--- src/hw/rtl/lsb1_stego_extractor_core_defines.svh ---
// assertion helpers for the lsb1 extractor core
`ifndef LSB1_STEGO_EXTRACTOR_CORE_DEFINES_SVH
`define LSB1_STEGO_EXTRACTOR_CORE_DEFINES_SVH

// same-cycle implication, sampled on clk, off during reset
`define LSB1_ASSERT_IMP(lbl, ante, cons) \
    lbl: assert property (@(posedge clk) disable iff (!rst_n) (ante) |-> (cons)) \
        else $error("lsb1 extractor check failed");

// next-cycle implication, sampled on clk, off during reset
`define LSB1_ASSERT_NXT(lbl, ante, cons) \
    lbl: assert property (@(posedge clk) disable iff (!rst_n) (ante) |=> (cons)) \
        else $error("lsb1 extractor check failed");

`endif

--- src/hw/rtl/lsb1_pkg.sv ---
package lsb1_pkg;

    localparam logic [7:0]  DOT_CHAR     = 8'h2E;
    localparam logic [31:0] HEADER_BYTES = 32'd4;

    typedef enum logic [1:0] {
        CFG_IMAGE_WIDTH    = 2'd0,
        CFG_IMAGE_HEIGHT   = 2'd1,
        CFG_ENCRYPTED_MODE = 2'd2
    } cfg_idx_t;

    typedef enum logic [1:0] {
        ST_RUN       = 2'd0,
        ST_DONE      = 2'd1,
        ST_CAPACITY  = 2'd2,
        ST_TOO_LARGE = 2'd3
    } status_t;

    typedef struct packed {
        logic        encrypted;
        logic [30:0] capacity;
    } cfg_t;

    typedef struct packed {
        logic       start_of_image;
        logic [7:0] red;
        logic [7:0] green;
        logic [7:0] blue;
    } pixel_t;

    typedef struct packed {
        logic [31:0] payload_size;
        logic [31:0] byte_number;
        logic [7:0]  data_byte;
        status_t     status;
    } result_t;

endpackage

--- src/hw/rtl/lsb1_cfg_regs.sv ---
module lsb1_cfg_regs (
    input  logic           clk,
    input  logic           rst_n,
    input  logic           cfg_wr_en,
    input  logic [1:0]     cfg_index,
    input  logic [15:0]    cfg_data,
    output lsb1_pkg::cfg_t cfg
);
    import lsb1_pkg::*;

    logic [15:0] width_reg, width_next;
    logic [15:0] height_reg, height_next;
    logic        enc_reg, enc_next;
    logic [30:0] cap_reg, cap_next;
    logic [31:0] area;
    logic [33:0] area_x3;

    always_comb
    begin
        width_next  = width_reg;
        height_next = height_reg;
        enc_next    = enc_reg;
        if (cfg_wr_en)
        begin
            case (cfg_idx_t'(cfg_index))
                CFG_IMAGE_WIDTH:    width_next  = cfg_data;
                CFG_IMAGE_HEIGHT:   height_next = cfg_data;
                CFG_ENCRYPTED_MODE: enc_next    = cfg_data[0];
                default:            ;
            endcase
        end
        // capacity in bytes follows the new size at the same edge
        area     = 32'(width_next) * 32'(height_next);
        area_x3  = {2'b00, area} + {1'b0, area, 1'b0};
        cap_next = area_x3[33:3];
    end

    always_ff @(posedge clk or negedge rst_n)
    begin
        if (!rst_n)
        begin
            width_reg  <= '0;
            height_reg <= '0;
            enc_reg    <= 1'b0;
            cap_reg    <= '0;
        end
        else
        begin
            width_reg  <= width_next;
            height_reg <= height_next;
            enc_reg    <= enc_next;
            cap_reg    <= cap_next;
        end
    end

    assign cfg.encrypted = enc_reg;
    assign cfg.capacity  = cap_reg;

endmodule

--- src/hw/rtl/lsb1_byte_asm.sv ---
module lsb1_byte_asm (
    input  logic              clk,
    input  logic              rst_n,
    input  logic              step,
    input  lsb1_pkg::pixel_t  pixel,
    input  lsb1_pkg::cfg_t    cfg,
    output logic              byte_valid,
    output lsb1_pkg::result_t result
);
    import lsb1_pkg::*;

    logic [7:0]  shift_reg, shift_next;
    logic [2:0]  bits_reg, bits_next;
    logic [31:0] bytes_reg, bytes_next;
    logic [31:0] size_reg, size_next;
    logic        dot_reg, dot_next;
    logic        fin_reg, fin_next;

    logic [7:0]  cur_shift;
    logic [2:0]  cur_bits;
    logic [31:0] cur_bytes;
    logic [31:0] cur_size;
    logic        cur_dot;
    logic        cur_fin;
    logic [2:0]  lsb;
    logic        complete;
    logic [7:0]  new_byte;
    logic [7:0]  rem_shift;
    logic [2:0]  rem_bits;
    logic [31:0] inc;
    logic [31:0] size_new;
    logic [32:0] size_plus4;
    logic        too_large;
    logic        payload_end;
    logic        at_capacity;
    logic        dot_set;
    status_t     status;

    always_comb
    begin
        cur_shift = pixel.start_of_image ? 8'd0  : shift_reg;
        cur_bits  = pixel.start_of_image ? 3'd0  : bits_reg;
        cur_bytes = pixel.start_of_image ? 32'd0 : bytes_reg;
        cur_size  = pixel.start_of_image ? 32'd0 : size_reg;
        cur_dot   = pixel.start_of_image ? 1'b0  : dot_reg;
        cur_fin   = pixel.start_of_image ? 1'b0  : fin_reg;
        lsb       = {pixel.blue[0], pixel.green[0], pixel.red[0]};

        complete  = 1'b0;
        new_byte  = '0;
        rem_shift = '0;
        rem_bits  = '0;
        // a pixel brings three bits, so at most one byte closes
        case (cur_bits)
            3'd5:
            begin
                complete = 1'b1;
                new_byte = {cur_shift[4:0], lsb};
            end
            3'd6:
            begin
                complete  = 1'b1;
                new_byte  = {cur_shift[5:0], lsb[2:1]};
                rem_shift = {7'd0, lsb[0]};
                rem_bits  = 3'd1;
            end
            3'd7:
            begin
                complete  = 1'b1;
                new_byte  = {cur_shift[6:0], lsb[2]};
                rem_shift = {6'd0, lsb[1:0]};
                rem_bits  = 3'd2;
            end
            default:
            begin
                rem_shift = {cur_shift[4:0], lsb};
                rem_bits  = cur_bits + 3'd3;
            end
        endcase

        inc        = cur_bytes + 32'd1;
        size_new   = (cur_bytes < HEADER_BYTES) ? {cur_size[23:0], new_byte} : cur_size;
        size_plus4 = {1'b0, size_new} + {1'b0, HEADER_BYTES};
        too_large  = (inc == HEADER_BYTES) && (size_plus4 > {2'b00, cfg.capacity});
        // payload checks only once the whole header is in
        payload_end = (inc >= HEADER_BYTES) && ({1'b0, inc} >= size_plus4);
        at_capacity = {1'b0, inc} >= {2'b00, cfg.capacity};

        status  = ST_RUN;
        dot_set = 1'b0;
        if (too_large)
        begin
            status = ST_TOO_LARGE;
        end
        else
        begin
            if (payload_end)
            begin
                if (cfg.encrypted)
                    status = ST_DONE;
                else if (!cur_dot && new_byte == DOT_CHAR)
                    dot_set = 1'b1;
                else if (cur_dot && new_byte == 8'd0)
                    status = ST_DONE;
            end
            if (status == ST_RUN && at_capacity)
                status = ST_CAPACITY;
        end

        byte_valid = !cur_fin && complete;

        shift_next = cur_shift;
        bits_next  = cur_bits;
        bytes_next = cur_bytes;
        size_next  = cur_size;
        dot_next   = cur_dot;
        fin_next   = cur_fin;
        if (!cur_fin)
        begin
            shift_next = rem_shift;
            bits_next  = rem_bits;
            if (complete)
            begin
                bytes_next = inc;
                size_next  = size_new;
                dot_next   = cur_dot || dot_set;
                fin_next   = (status != ST_RUN);
            end
        end

        result.data_byte    = new_byte;
        result.byte_number  = cur_bytes;
        result.payload_size = size_new;
        result.status       = status;
    end

    always_ff @(posedge clk or negedge rst_n)
    begin
        if (!rst_n)
        begin
            shift_reg <= '0;
            bits_reg  <= '0;
            bytes_reg <= '0;
            size_reg  <= '0;
            dot_reg   <= 1'b0;
            fin_reg   <= 1'b0;
        end
        else if (step)
        begin
            shift_reg <= shift_next;
            bits_reg  <= bits_next;
            bytes_reg <= bytes_next;
            size_reg  <= size_next;
            dot_reg   <= dot_next;
            fin_reg   <= fin_next;
        end
    end

endmodule

--- src/hw/rtl/lsb1_stego_extractor_core.sv ---
// LSB1 extractor: one pixel per transaction on the slave side, at a sustained rate
// of one pixel per clock while m_tready does not hold the output. The low bits of
// blue, green and red are shifted in, MSB first; each pixel that closes a byte
// yields one result transaction, registered through the input register, then the
// byte assembler into the output register, so the rate is set by the byte
// assembler and its extraction state. Results carry the byte, its position, the
// 32-bit size header and a status; tlast marks the end of an extraction, after
// which pixels are dropped until one arrives with tuser set. Byte capacity
// (width*height*3/8) is registered together with the configuration write.
`include "lsb1_stego_extractor_core_defines.svh"

module lsb1_stego_extractor_core (
    input  logic        clk,
    input  logic        rst_n,
    input  logic        cfg_wr_en,
    input  logic [1:0]  cfg_index,
    input  logic [15:0] cfg_data,
    input  logic        s_tvalid,
    output logic        s_tready,
    input  logic [23:0] s_tdata,   // blue[7:0], green[15:8], red[23:16]
    input  logic        s_tuser,   // start_of_image
    output logic        m_tvalid,
    input  logic        m_tready,
    output logic [71:0] m_tdata,   // data_byte[7:0], byte_number[39:8], payload_size[71:40]
    output logic [1:0]  m_tuser,   // status
    output logic        m_tlast
);
    import lsb1_pkg::*;

    cfg_t    cfg;
    pixel_t  pix_reg;
    logic    in_valid_reg;
    result_t res;
    result_t out_reg;
    logic    out_valid_reg;
    logic    byte_valid;
    logic    advance;
    logic    step;

    assign advance  = !out_valid_reg || m_tready;
    assign step     = in_valid_reg && advance;
    assign s_tready = !in_valid_reg || advance;

    lsb1_cfg_regs u_cfg (
        .clk       (clk),
        .rst_n     (rst_n),
        .cfg_wr_en (cfg_wr_en),
        .cfg_index (cfg_index),
        .cfg_data  (cfg_data),
        .cfg       (cfg)
    );

    lsb1_byte_asm u_asm (
        .clk        (clk),
        .rst_n      (rst_n),
        .step       (step),
        .pixel      (pix_reg),
        .cfg        (cfg),
        .byte_valid (byte_valid),
        .result     (res)
    );

    always_ff @(posedge clk or negedge rst_n)
    begin
        if (!rst_n)
        begin
            in_valid_reg  <= 1'b0;
            out_valid_reg <= 1'b0;
        end
        else
        begin
            if (s_tready)
                in_valid_reg <= s_tvalid;
            if (advance)
                out_valid_reg <= step && byte_valid;
        end
    end

    always_ff @(posedge clk)
    begin
        if (s_tvalid && s_tready)
        begin
            pix_reg.start_of_image <= s_tuser;
            pix_reg.blue           <= s_tdata[7:0];
            pix_reg.green          <= s_tdata[15:8];
            pix_reg.red            <= s_tdata[23:16];
        end
        if (step && byte_valid && advance)
            out_reg <= res;
    end

    assign m_tvalid = out_valid_reg;
    assign m_tdata  = {out_reg.payload_size, out_reg.byte_number, out_reg.data_byte};
    assign m_tuser  = out_reg.status;
    assign m_tlast  = (out_reg.status != ST_RUN);

    `LSB1_ASSERT_IMP(a_too_large_at_header, m_tvalid && m_tuser == ST_TOO_LARGE, m_tdata[39:8] == 32'd3)
    `LSB1_ASSERT_IMP(a_ready_when_empty, !in_valid_reg, s_tready)
    `LSB1_ASSERT_NXT(a_held_pixel_kept, in_valid_reg && !advance, in_valid_reg)
    `LSB1_ASSERT_IMP(a_header_size_known, m_tvalid && m_tlast && m_tuser != ST_CAPACITY, m_tdata[39:8] >= 32'd3)

endmodule

--- config.mk ---
export PLATFORM = sky130hd
export DESIGN_NAME = lsb1_stego_extractor_core
export DESIGN_NICKNAME = d
export VERILOG_FILES = /design/src/hw/rtl/lsb1_pkg.sv /design/src/hw/rtl/lsb1_cfg_regs.sv /design/src/hw/rtl/lsb1_byte_asm.sv /design/src/hw/rtl/lsb1_stego_extractor_core.sv
export VERILOG_INCLUDE_DIRS = /design/src /design/src/hw/rtl
export SDC_FILE = /design/constraint.sdc
export NUM_CORES = 1
export LEC_CHECK = 0
export BUFFER_PORTS_ARGS = -buffer_cell sky130_fd_sc_hd__buf_2
export CORE_MARGIN = 10
export CORE_UTILIZATION = 30
export DETAILED_ROUTE_END_ITERATION = 8
export GPL_ROUTABILITY_DRIVEN = 0
export PLACE_DENSITY = 0.47
export SYNTH_ARGS = -nofsm -noshare
export SYNTH_HDL_FRONTEND = slang
export SYNTH_SLANG_ARGS = --single-unit
--- constraint.sdc ---
create_clock -name clk -period 9 [get_ports clk]
set_input_delay 0.45 -clock clk [delete_from_list [all_inputs] [get_ports clk]]
set_output_delay 0.45 -clock clk [all_outputs]
set_load 0.005 [all_outputs]
### After elaboration in Yosys (flattened, before gate mapping)

Index checks and enable logic that the tools add are counted.

| word-level totals | value |
|---|---|
| word-level logic and storage cells | 97 |
| output and inout port bits | 77 |
| register bits after elaboration | 220 |

| cells by class | value |
|---|---|
| reduce and logical (&&, ||, !) cells | 24 |
| multiply operators | 1 |
| multiplexer cells | 36 |
| add/subtract/negate cells | 4 |
| equal/unequal tests | 7 |
| order comparisons | 5 |

Operators with widths:

| cell | count |
|---|---|
| $mux 32 | 7 |
| $mux 16 | 4 |
| $add 32x33->34 | 1 |
| $add 32x3->33 const B | 1 |
| $ge 32x33->1 | 1 |
| $gt 33x31->1 | 1 |
| $add 32x1->32 const B | 1 |
| $eq 32x3->1 const B | 1 |
| $ge 32x3->1 const B | 1 |
| $ge 32x31->1 | 1 |
| $lt 32x3->1 const B | 1 |
| $mul 16x16->32 | 1 |
| $pmux 8 s3 | 1 |
| $pmux 7 s3 | 1 |
| $mux 7 | 2 |
| $mux 1 | 12 |
| $mux 2 | 6 |
| $logic_and 1x1->1 | 10 |
| $eq 3x3->1 const B | 3 |
| $pmux 3 s3 | 1 |
| $eq 8x6->1 const B | 1 |
| $logic_not 8->1 | 1 |
| $mux 3 | 2 |
| $logic_not 1->1 | 4 |
| other kinds (8) | 12 |

### Depth between registers and ports, before layout

| depth | value |
|---|---|
| depth after elaboration | 17 |
| gate-level depth with buffers | 39 |

### By module

From an unflattened synthesis, not the netlist that was laid out.

| second synthesis, totals | value |
|---|---|
| cell total of the unflattened synthesis | 2502 |
| area total of the unflattened synthesis | 23306.1 µm² |

Modules (own cells, without submodules):

| module | cells each | instances | area an instance (µm²) |
|---|---|---|---|
| lsb1_cfg_regs | 1303 | 1 | 11788.8 |
| lsb1_byte_asm | 1089 | 1 | 8426.8 |
| lsb1_stego_extractor_core | 110 | 1 | 3090.5 |

### Worst setup path after synthesis

No wires, ideal clock.

| timing | value |
|---|---|
| path kind | input -> register |
| start point | input port cfg_index[1] |
| end point | register u_cfg.cap_reg[26] |
| buffers on the path | 2 |
| slack | -0.303 ns |
| stages on the path | 33 |
| setup time | 0.080 ns |
| arrival time | 9.223 ns |
| cells stage by stage | nor3b_1 > buf_1 > clkbuf_1 > mux2i_1 > clkinv_1 > nand2_1 > fa_1 > fa_1 > inv_1 > fa_1 > fa_1 > fa_1 > inv_1 > fa_1 > inv_1 > ha_1 > a21oi_1 > o2111ai_1 > a2111oi_0 > nor2_1 > xnor2_1 > ha_1 > and3_1 > a21oi_1 > o21ai_0 > nor4_1 > o32ai_1 > a41o_1 > o2111ai_1 > nand3b_1 > a211o_1 > a21oi_1 > xnor2_1 |

| on the way | value |
|---|---|
| cells in the longest elaborated chain, start to end | 5 |
| elaborated cells on any way between the ends | 8 |

RTL lines:

| item | RTL line | RTL |
|---|---|---|
| start: declaration | lsb1_stego_extractor_core.sv:16 | `input logic [1:0] cfg_index,` |
| $logic_not 2->1 | lsb1_cfg_regs.sv:25 | `case (cfg_idx_t'(cfg_index))` |
| $mux 16 | lsb1_cfg_regs.sv:25 |  |
| $mux 16 | lsb1_cfg_regs.sv:23 | `if (cfg_wr_en)` |
| net u_cfg.width_next[10] | lsb1_cfg_regs.sv:11 | `logic [15:0] width_reg, width_next;` |
| $mul 16x16->32 | lsb1_cfg_regs.sv:33 | `area = 32'(width_next) * 32'(height_next);` |
| $add 32x33->34 | lsb1_cfg_regs.sv:34 | `area_x3 = {2'b00, area} + {1'b0, area, 1'b0};` |
| net u_cfg.area_x3[29] | lsb1_cfg_regs.sv:16 | `logic [33:0] area_x3;` |
| end signal: assignment | lsb1_cfg_regs.sv:52 | `cap_reg <= cap_next;` |
| end: declaration | lsb1_cfg_regs.sv:14 | `logic [30:0] cap_reg, cap_next;` |

The timed path passes the listed nets, and every way through them passes these cells.
A chain may end at the register's enable or synchronous reset.

### Final worst setup path

Ends and elaborated chain as after synthesis.

==> run summary <==
The run finished with clean final reports. The compound-cell area share of the yosys netlist is 0.113. The count of flip-flops with a built-in enable after synthesis came out at 78. STA classifies the critical path startpoint as an input pin.

The final layout net count came out at between 3000 and 4000. Measured in cells, the most critical reg-to-reg path has a length of 34. The initial antenna violation count was 0. The root buffer cell chosen for the clock tree is clkbuf_16.

The multiplexer share of the synthesized area came out at 0.0288. The count of final hold-check violations is 0. Grouping stages by cell kind, the critical path spends the most delay in adder cells. The register cell area after layout is around 6000 sq um. The wire length of the first global-routing pass came out at 107 mm. The adder and majority cell fraction of the synthesized area came out at 0.306.

In the final routed layout, each cell accounts on average for 18.3 microns. The number of flip-flops in the largest register came out at 72. The critical register-to-register path startpoint is u_cfg.height_reg[6]$_DFF_PN0_. Clock-pin slew was measured on the worst setup and hold paths at about 60 ps.

The fraction of synthesized cell area in xor and xnor cells came out at 0.0461. The total area of multi-input combinational cells is between 10000 and 15000 sq um. The number of setup violations in the final report is 0. Based on the critical path, the design can be clocked at up to approximately 120 MHz. For this run, the detailed router's first-pass iteration total came to 5.

The worst hold-check path type is input pin to flip-flop. The number of cells traversed by the worst hold path is 1. Of the post-synthesis cell area, the dominant cell type holds 0.173.

The type of element capturing the critical path is a flip-flop. The largest net degree at the start of global routing is 75. Among all stages on the critical path, the largest delay is contributed by fa_1. Among the stages of the critical path, the cell type that occurs most often is fa_1.

The total area inside the core boundary comes to around 74000 sq um. The fraction of the cycle the final worst path needs came out at 0.941. Including well taps, the total number of placed cells is around 3600. The number of vias per cell after detailed routing came out at between 5 and 6.

The number of routed nets with antenna violations is 0. The final number of max-transition violations came to 0. The synthesized instance count came out at about 2400. The via count of the first global-routing pass was 19100. The via count came out at 18500. For hold timing, the worst endpoint is pix_reg[0]$_DFFE_PP_.

The final worst clock skew came out at around 19 ps. The relative slew slack came out at 0.315. In this run, the number of DRC markers left after iteration 0 of detailed routing was approximately 1100.

In this run, distinct cell masters in the synthesized netlist total slightly above 80. The wire-length estimate of the detail-placed layout is between 50 and 60 mm. The starting density of the core came out at 0.302.

The endpoint of the most critical register-to-register path is u_cfg.cap_reg[26]$_DFF_PN0_. After filler insertion, the fill cell instance count of the layout stands at approximately 7700. The worst setup path is of the input pin to flip-flop kind.

TritonCTS created 28 clock buffers. The number of max-cap violations came out at 0. The mean instance size in the synthesized netlist came out at 9.24 sq um. The main combinational cell family by area after synthesis is adder cells. The aggregate global routing overflow came out at 0. The post-layout instance area is about 26000 sq um. The post-place instance area is roughly 25000 sq um. By area the synthesized netlist is led by fa_1 (17%), dfrtp_1 (16%), ha_1 (13%), edfxtp_1 (10%), inv_1 (5.9%). The most used flip-flop cell after synthesis is dfrtp_1. The number of flip-flops and latches in the synthesized netlist is 220. The overall global routing resource usage is 0.154. The maximum cell stage delay along the critical path is 540 ps. The fraction of the mapped netlist area in simple logic gates came out at 0.169. The total number of placement rows is 100. The cell area after technology mapping is about 22000 sq um. The number of nets in the synthesized netlist is 2903. The share of the core filled with cells in the final layout came out at 0.357. The number of buffers and inverters on the critical path is 10. The setup slack of the worst register-to-register path came out at 710 ps. The die covers 86000 sq um. The dominant cell type by area after synthesis is fa_1. For the finished layout, the period the worst path requires is 8470 ps. TritonCTS built the clock tree.

The height of the die is about 290 microns. For this design the top-level I/O count stands at ~130. CTS built an H-tree with a depth of 1. The total wirelength of the detailed-routed design came out at ~67 mm.

For the worst setup path, the data arrival time is just under 9000 ps. The number of buffers inserted by port buffering is 103. The count of warnings emitted by yosys came out at 0. The worst path required time came out at roughly 9500 ps. The total number of clock tree sinks is 220. The fraction of final layout cells with drive strength greater than 1 came out at 0.145. For the pin with the worst max-slew slack, the measured transition is about 1000 ps.

The synthesis-to-layout area growth is 18.1%. In this run the most critical hold path is launched from s_tdata[0]. The share of flip-flops with an asynchronous set or reset after synthesis is 0.645. The worst hold slack is roughly 56 ps. The count of non-filler cells in the finished layout came out at 3685. The sequential fraction of the synthesis area is 0.263. The number of buffers between clock root and the deepest sink came out at 3.

After clock tree synthesis, the setup repair step added 0 buffers. The overall die width came out at just under 300 microns. The DRC violation count after routing came out at 0. The antenna diode count is 0. The later-pin clock latency in the skew report came out at approximately 560 ps.

The critical-path maximum fanout came out at 12.
==> cell families after synthesis <==
group,Yosys count
AOI/OAI and AO/OA,378
DFF,220
muxes,64
adders and majority gates,431
buffers and inverters,431
and+or+nand+nor,783
xor gates and xnor gates,118
==> cell usage after synthesis, drive strengths merged, types with 7 or more instances <==
cell type,instances
and2,17
a2111oi,7
nor3,36
a31oi,11
a21oi,83
xnor2,77
or3,9
nor2b,54
and3,29
and4,7
nor4,20
inv,351
nand3b,8
nand4,38
edfxtp,78
o31ai,8
mux2i,61
clkbuf,48
a211oi,11
a21o,47
o21ai,88
a22oi,8
a22o,36
nand2b,14
dfrtp,142
xor2,41
o21a,15
nor2,219
buf,19
fa,194
ha,236
o211ai,10
nand3,50
nand2,255
clkinv,13
==> placed cells by master (no fill, tap or decap), types with 7 or more instances in the layout <==
| cell type | count |
|---|---|
| inv_1 | 348 |
| nand2_1 | 255 |
| ha_1 | 236 |
| nor2_1 | 218 |
| buf_4 | 199 |
| fa_1 | 194 |
| dfrtp_1 | 142 |
| buf_2 | 102 |
| o21ai_0 | 86 |
| a21oi_1 | 82 |
| edfxtp_1 | 78 |
| xnor2_1 | 77 |
| mux2i_1 | 59 |
| nor2b_1 | 54 |
| nand3_1 | 50 |
| a21o_1 | 47 |
| xor2_1 | 41 |
| nand4_1 | 36 |
| a22o_1 | 36 |
| nor3_1 | 35 |
| and3_1 | 29 |
| clkbuf_16 | 29 |
| and2_1 | 17 |
| clkinv_1 | 15 |
| o21a_1 | 15 |
| nand2b_1 | 14 |
| nor4_1 | 13 |
| a31oi_1 | 11 |
| a211oi_1 | 10 |
| o211ai_1 | 10 |
| or3_1 | 9 |
| nand3b_1 | 8 |
| and4_1 | 7 |
| a22oi_1 | 7 |
| o31ai_1 | 7 |
==> metal layers <==
metal | wire length (microns) | GRT usage | vias to the layer above
met1 | 28800 | 0.194 | 9209
met4 | 2210 | 0.0520 | 0
met2 | 33500 | 0.271 | 472
li1 | - | - | 8683
met3 | 2800 | 0.0173 | 109
met5 | 0 | 0 | -
==> area by class of cell <==
class / count / share of cell area
repair buffers: 306 / 0.0789
inverters: 364 / 0.0517
flip-flops and latches: 220 / 0.223
clock buffers: 32 / 0.0279
well taps: 969 / 0.0458
multi-input cells: 1774 / 0.564
clock inverters: 20 / 0.00908
==> how the worst max path moves through the flow <==
stage	cells past startpoint	slack, ps	to	start
detailed placement	33	-400	u_cfg.cap_reg[29]$_DFF_PN0_	cfg_index[1]
global route	38	-9	u_cfg.cap_reg[26]$_DFF_PN0_	cfg_index[1]
finish	38	530	u_cfg.cap_reg[26]$_DFF_PN0_	cfg_index[1]
CTS	33	120	u_cfg.cap_reg[29]$_DFF_PN0_	cfg_index[1]
floorplan	34	60	u_cfg.cap_reg[26]$_DFF_PN0_	cfg_index[1]
global placement	32	-330	u_cfg.cap_reg[29]$_DFF_PN0_	cfg_index[1]
==> what timing repair did <==
item,CTS,global route
endpoints found under the hold margin,73,0
endpoints found under the setup margin,0,6
resized for setup,0,10
hold buffers,1,0
==> per-stage QoR <==
step | TNS [ps] | worst slack, ps
after floorplan | 0 | 55.4
after global placement | -1150 | -334
after detailed placement | -931 | -398
after CTS | 0 | 125
after global routing | -9.16 | -9.16
final | 0 | 530
Power is not shown: default switching activity piles up to over one toggle a cycle in this logic, so the estimate is an artifact.
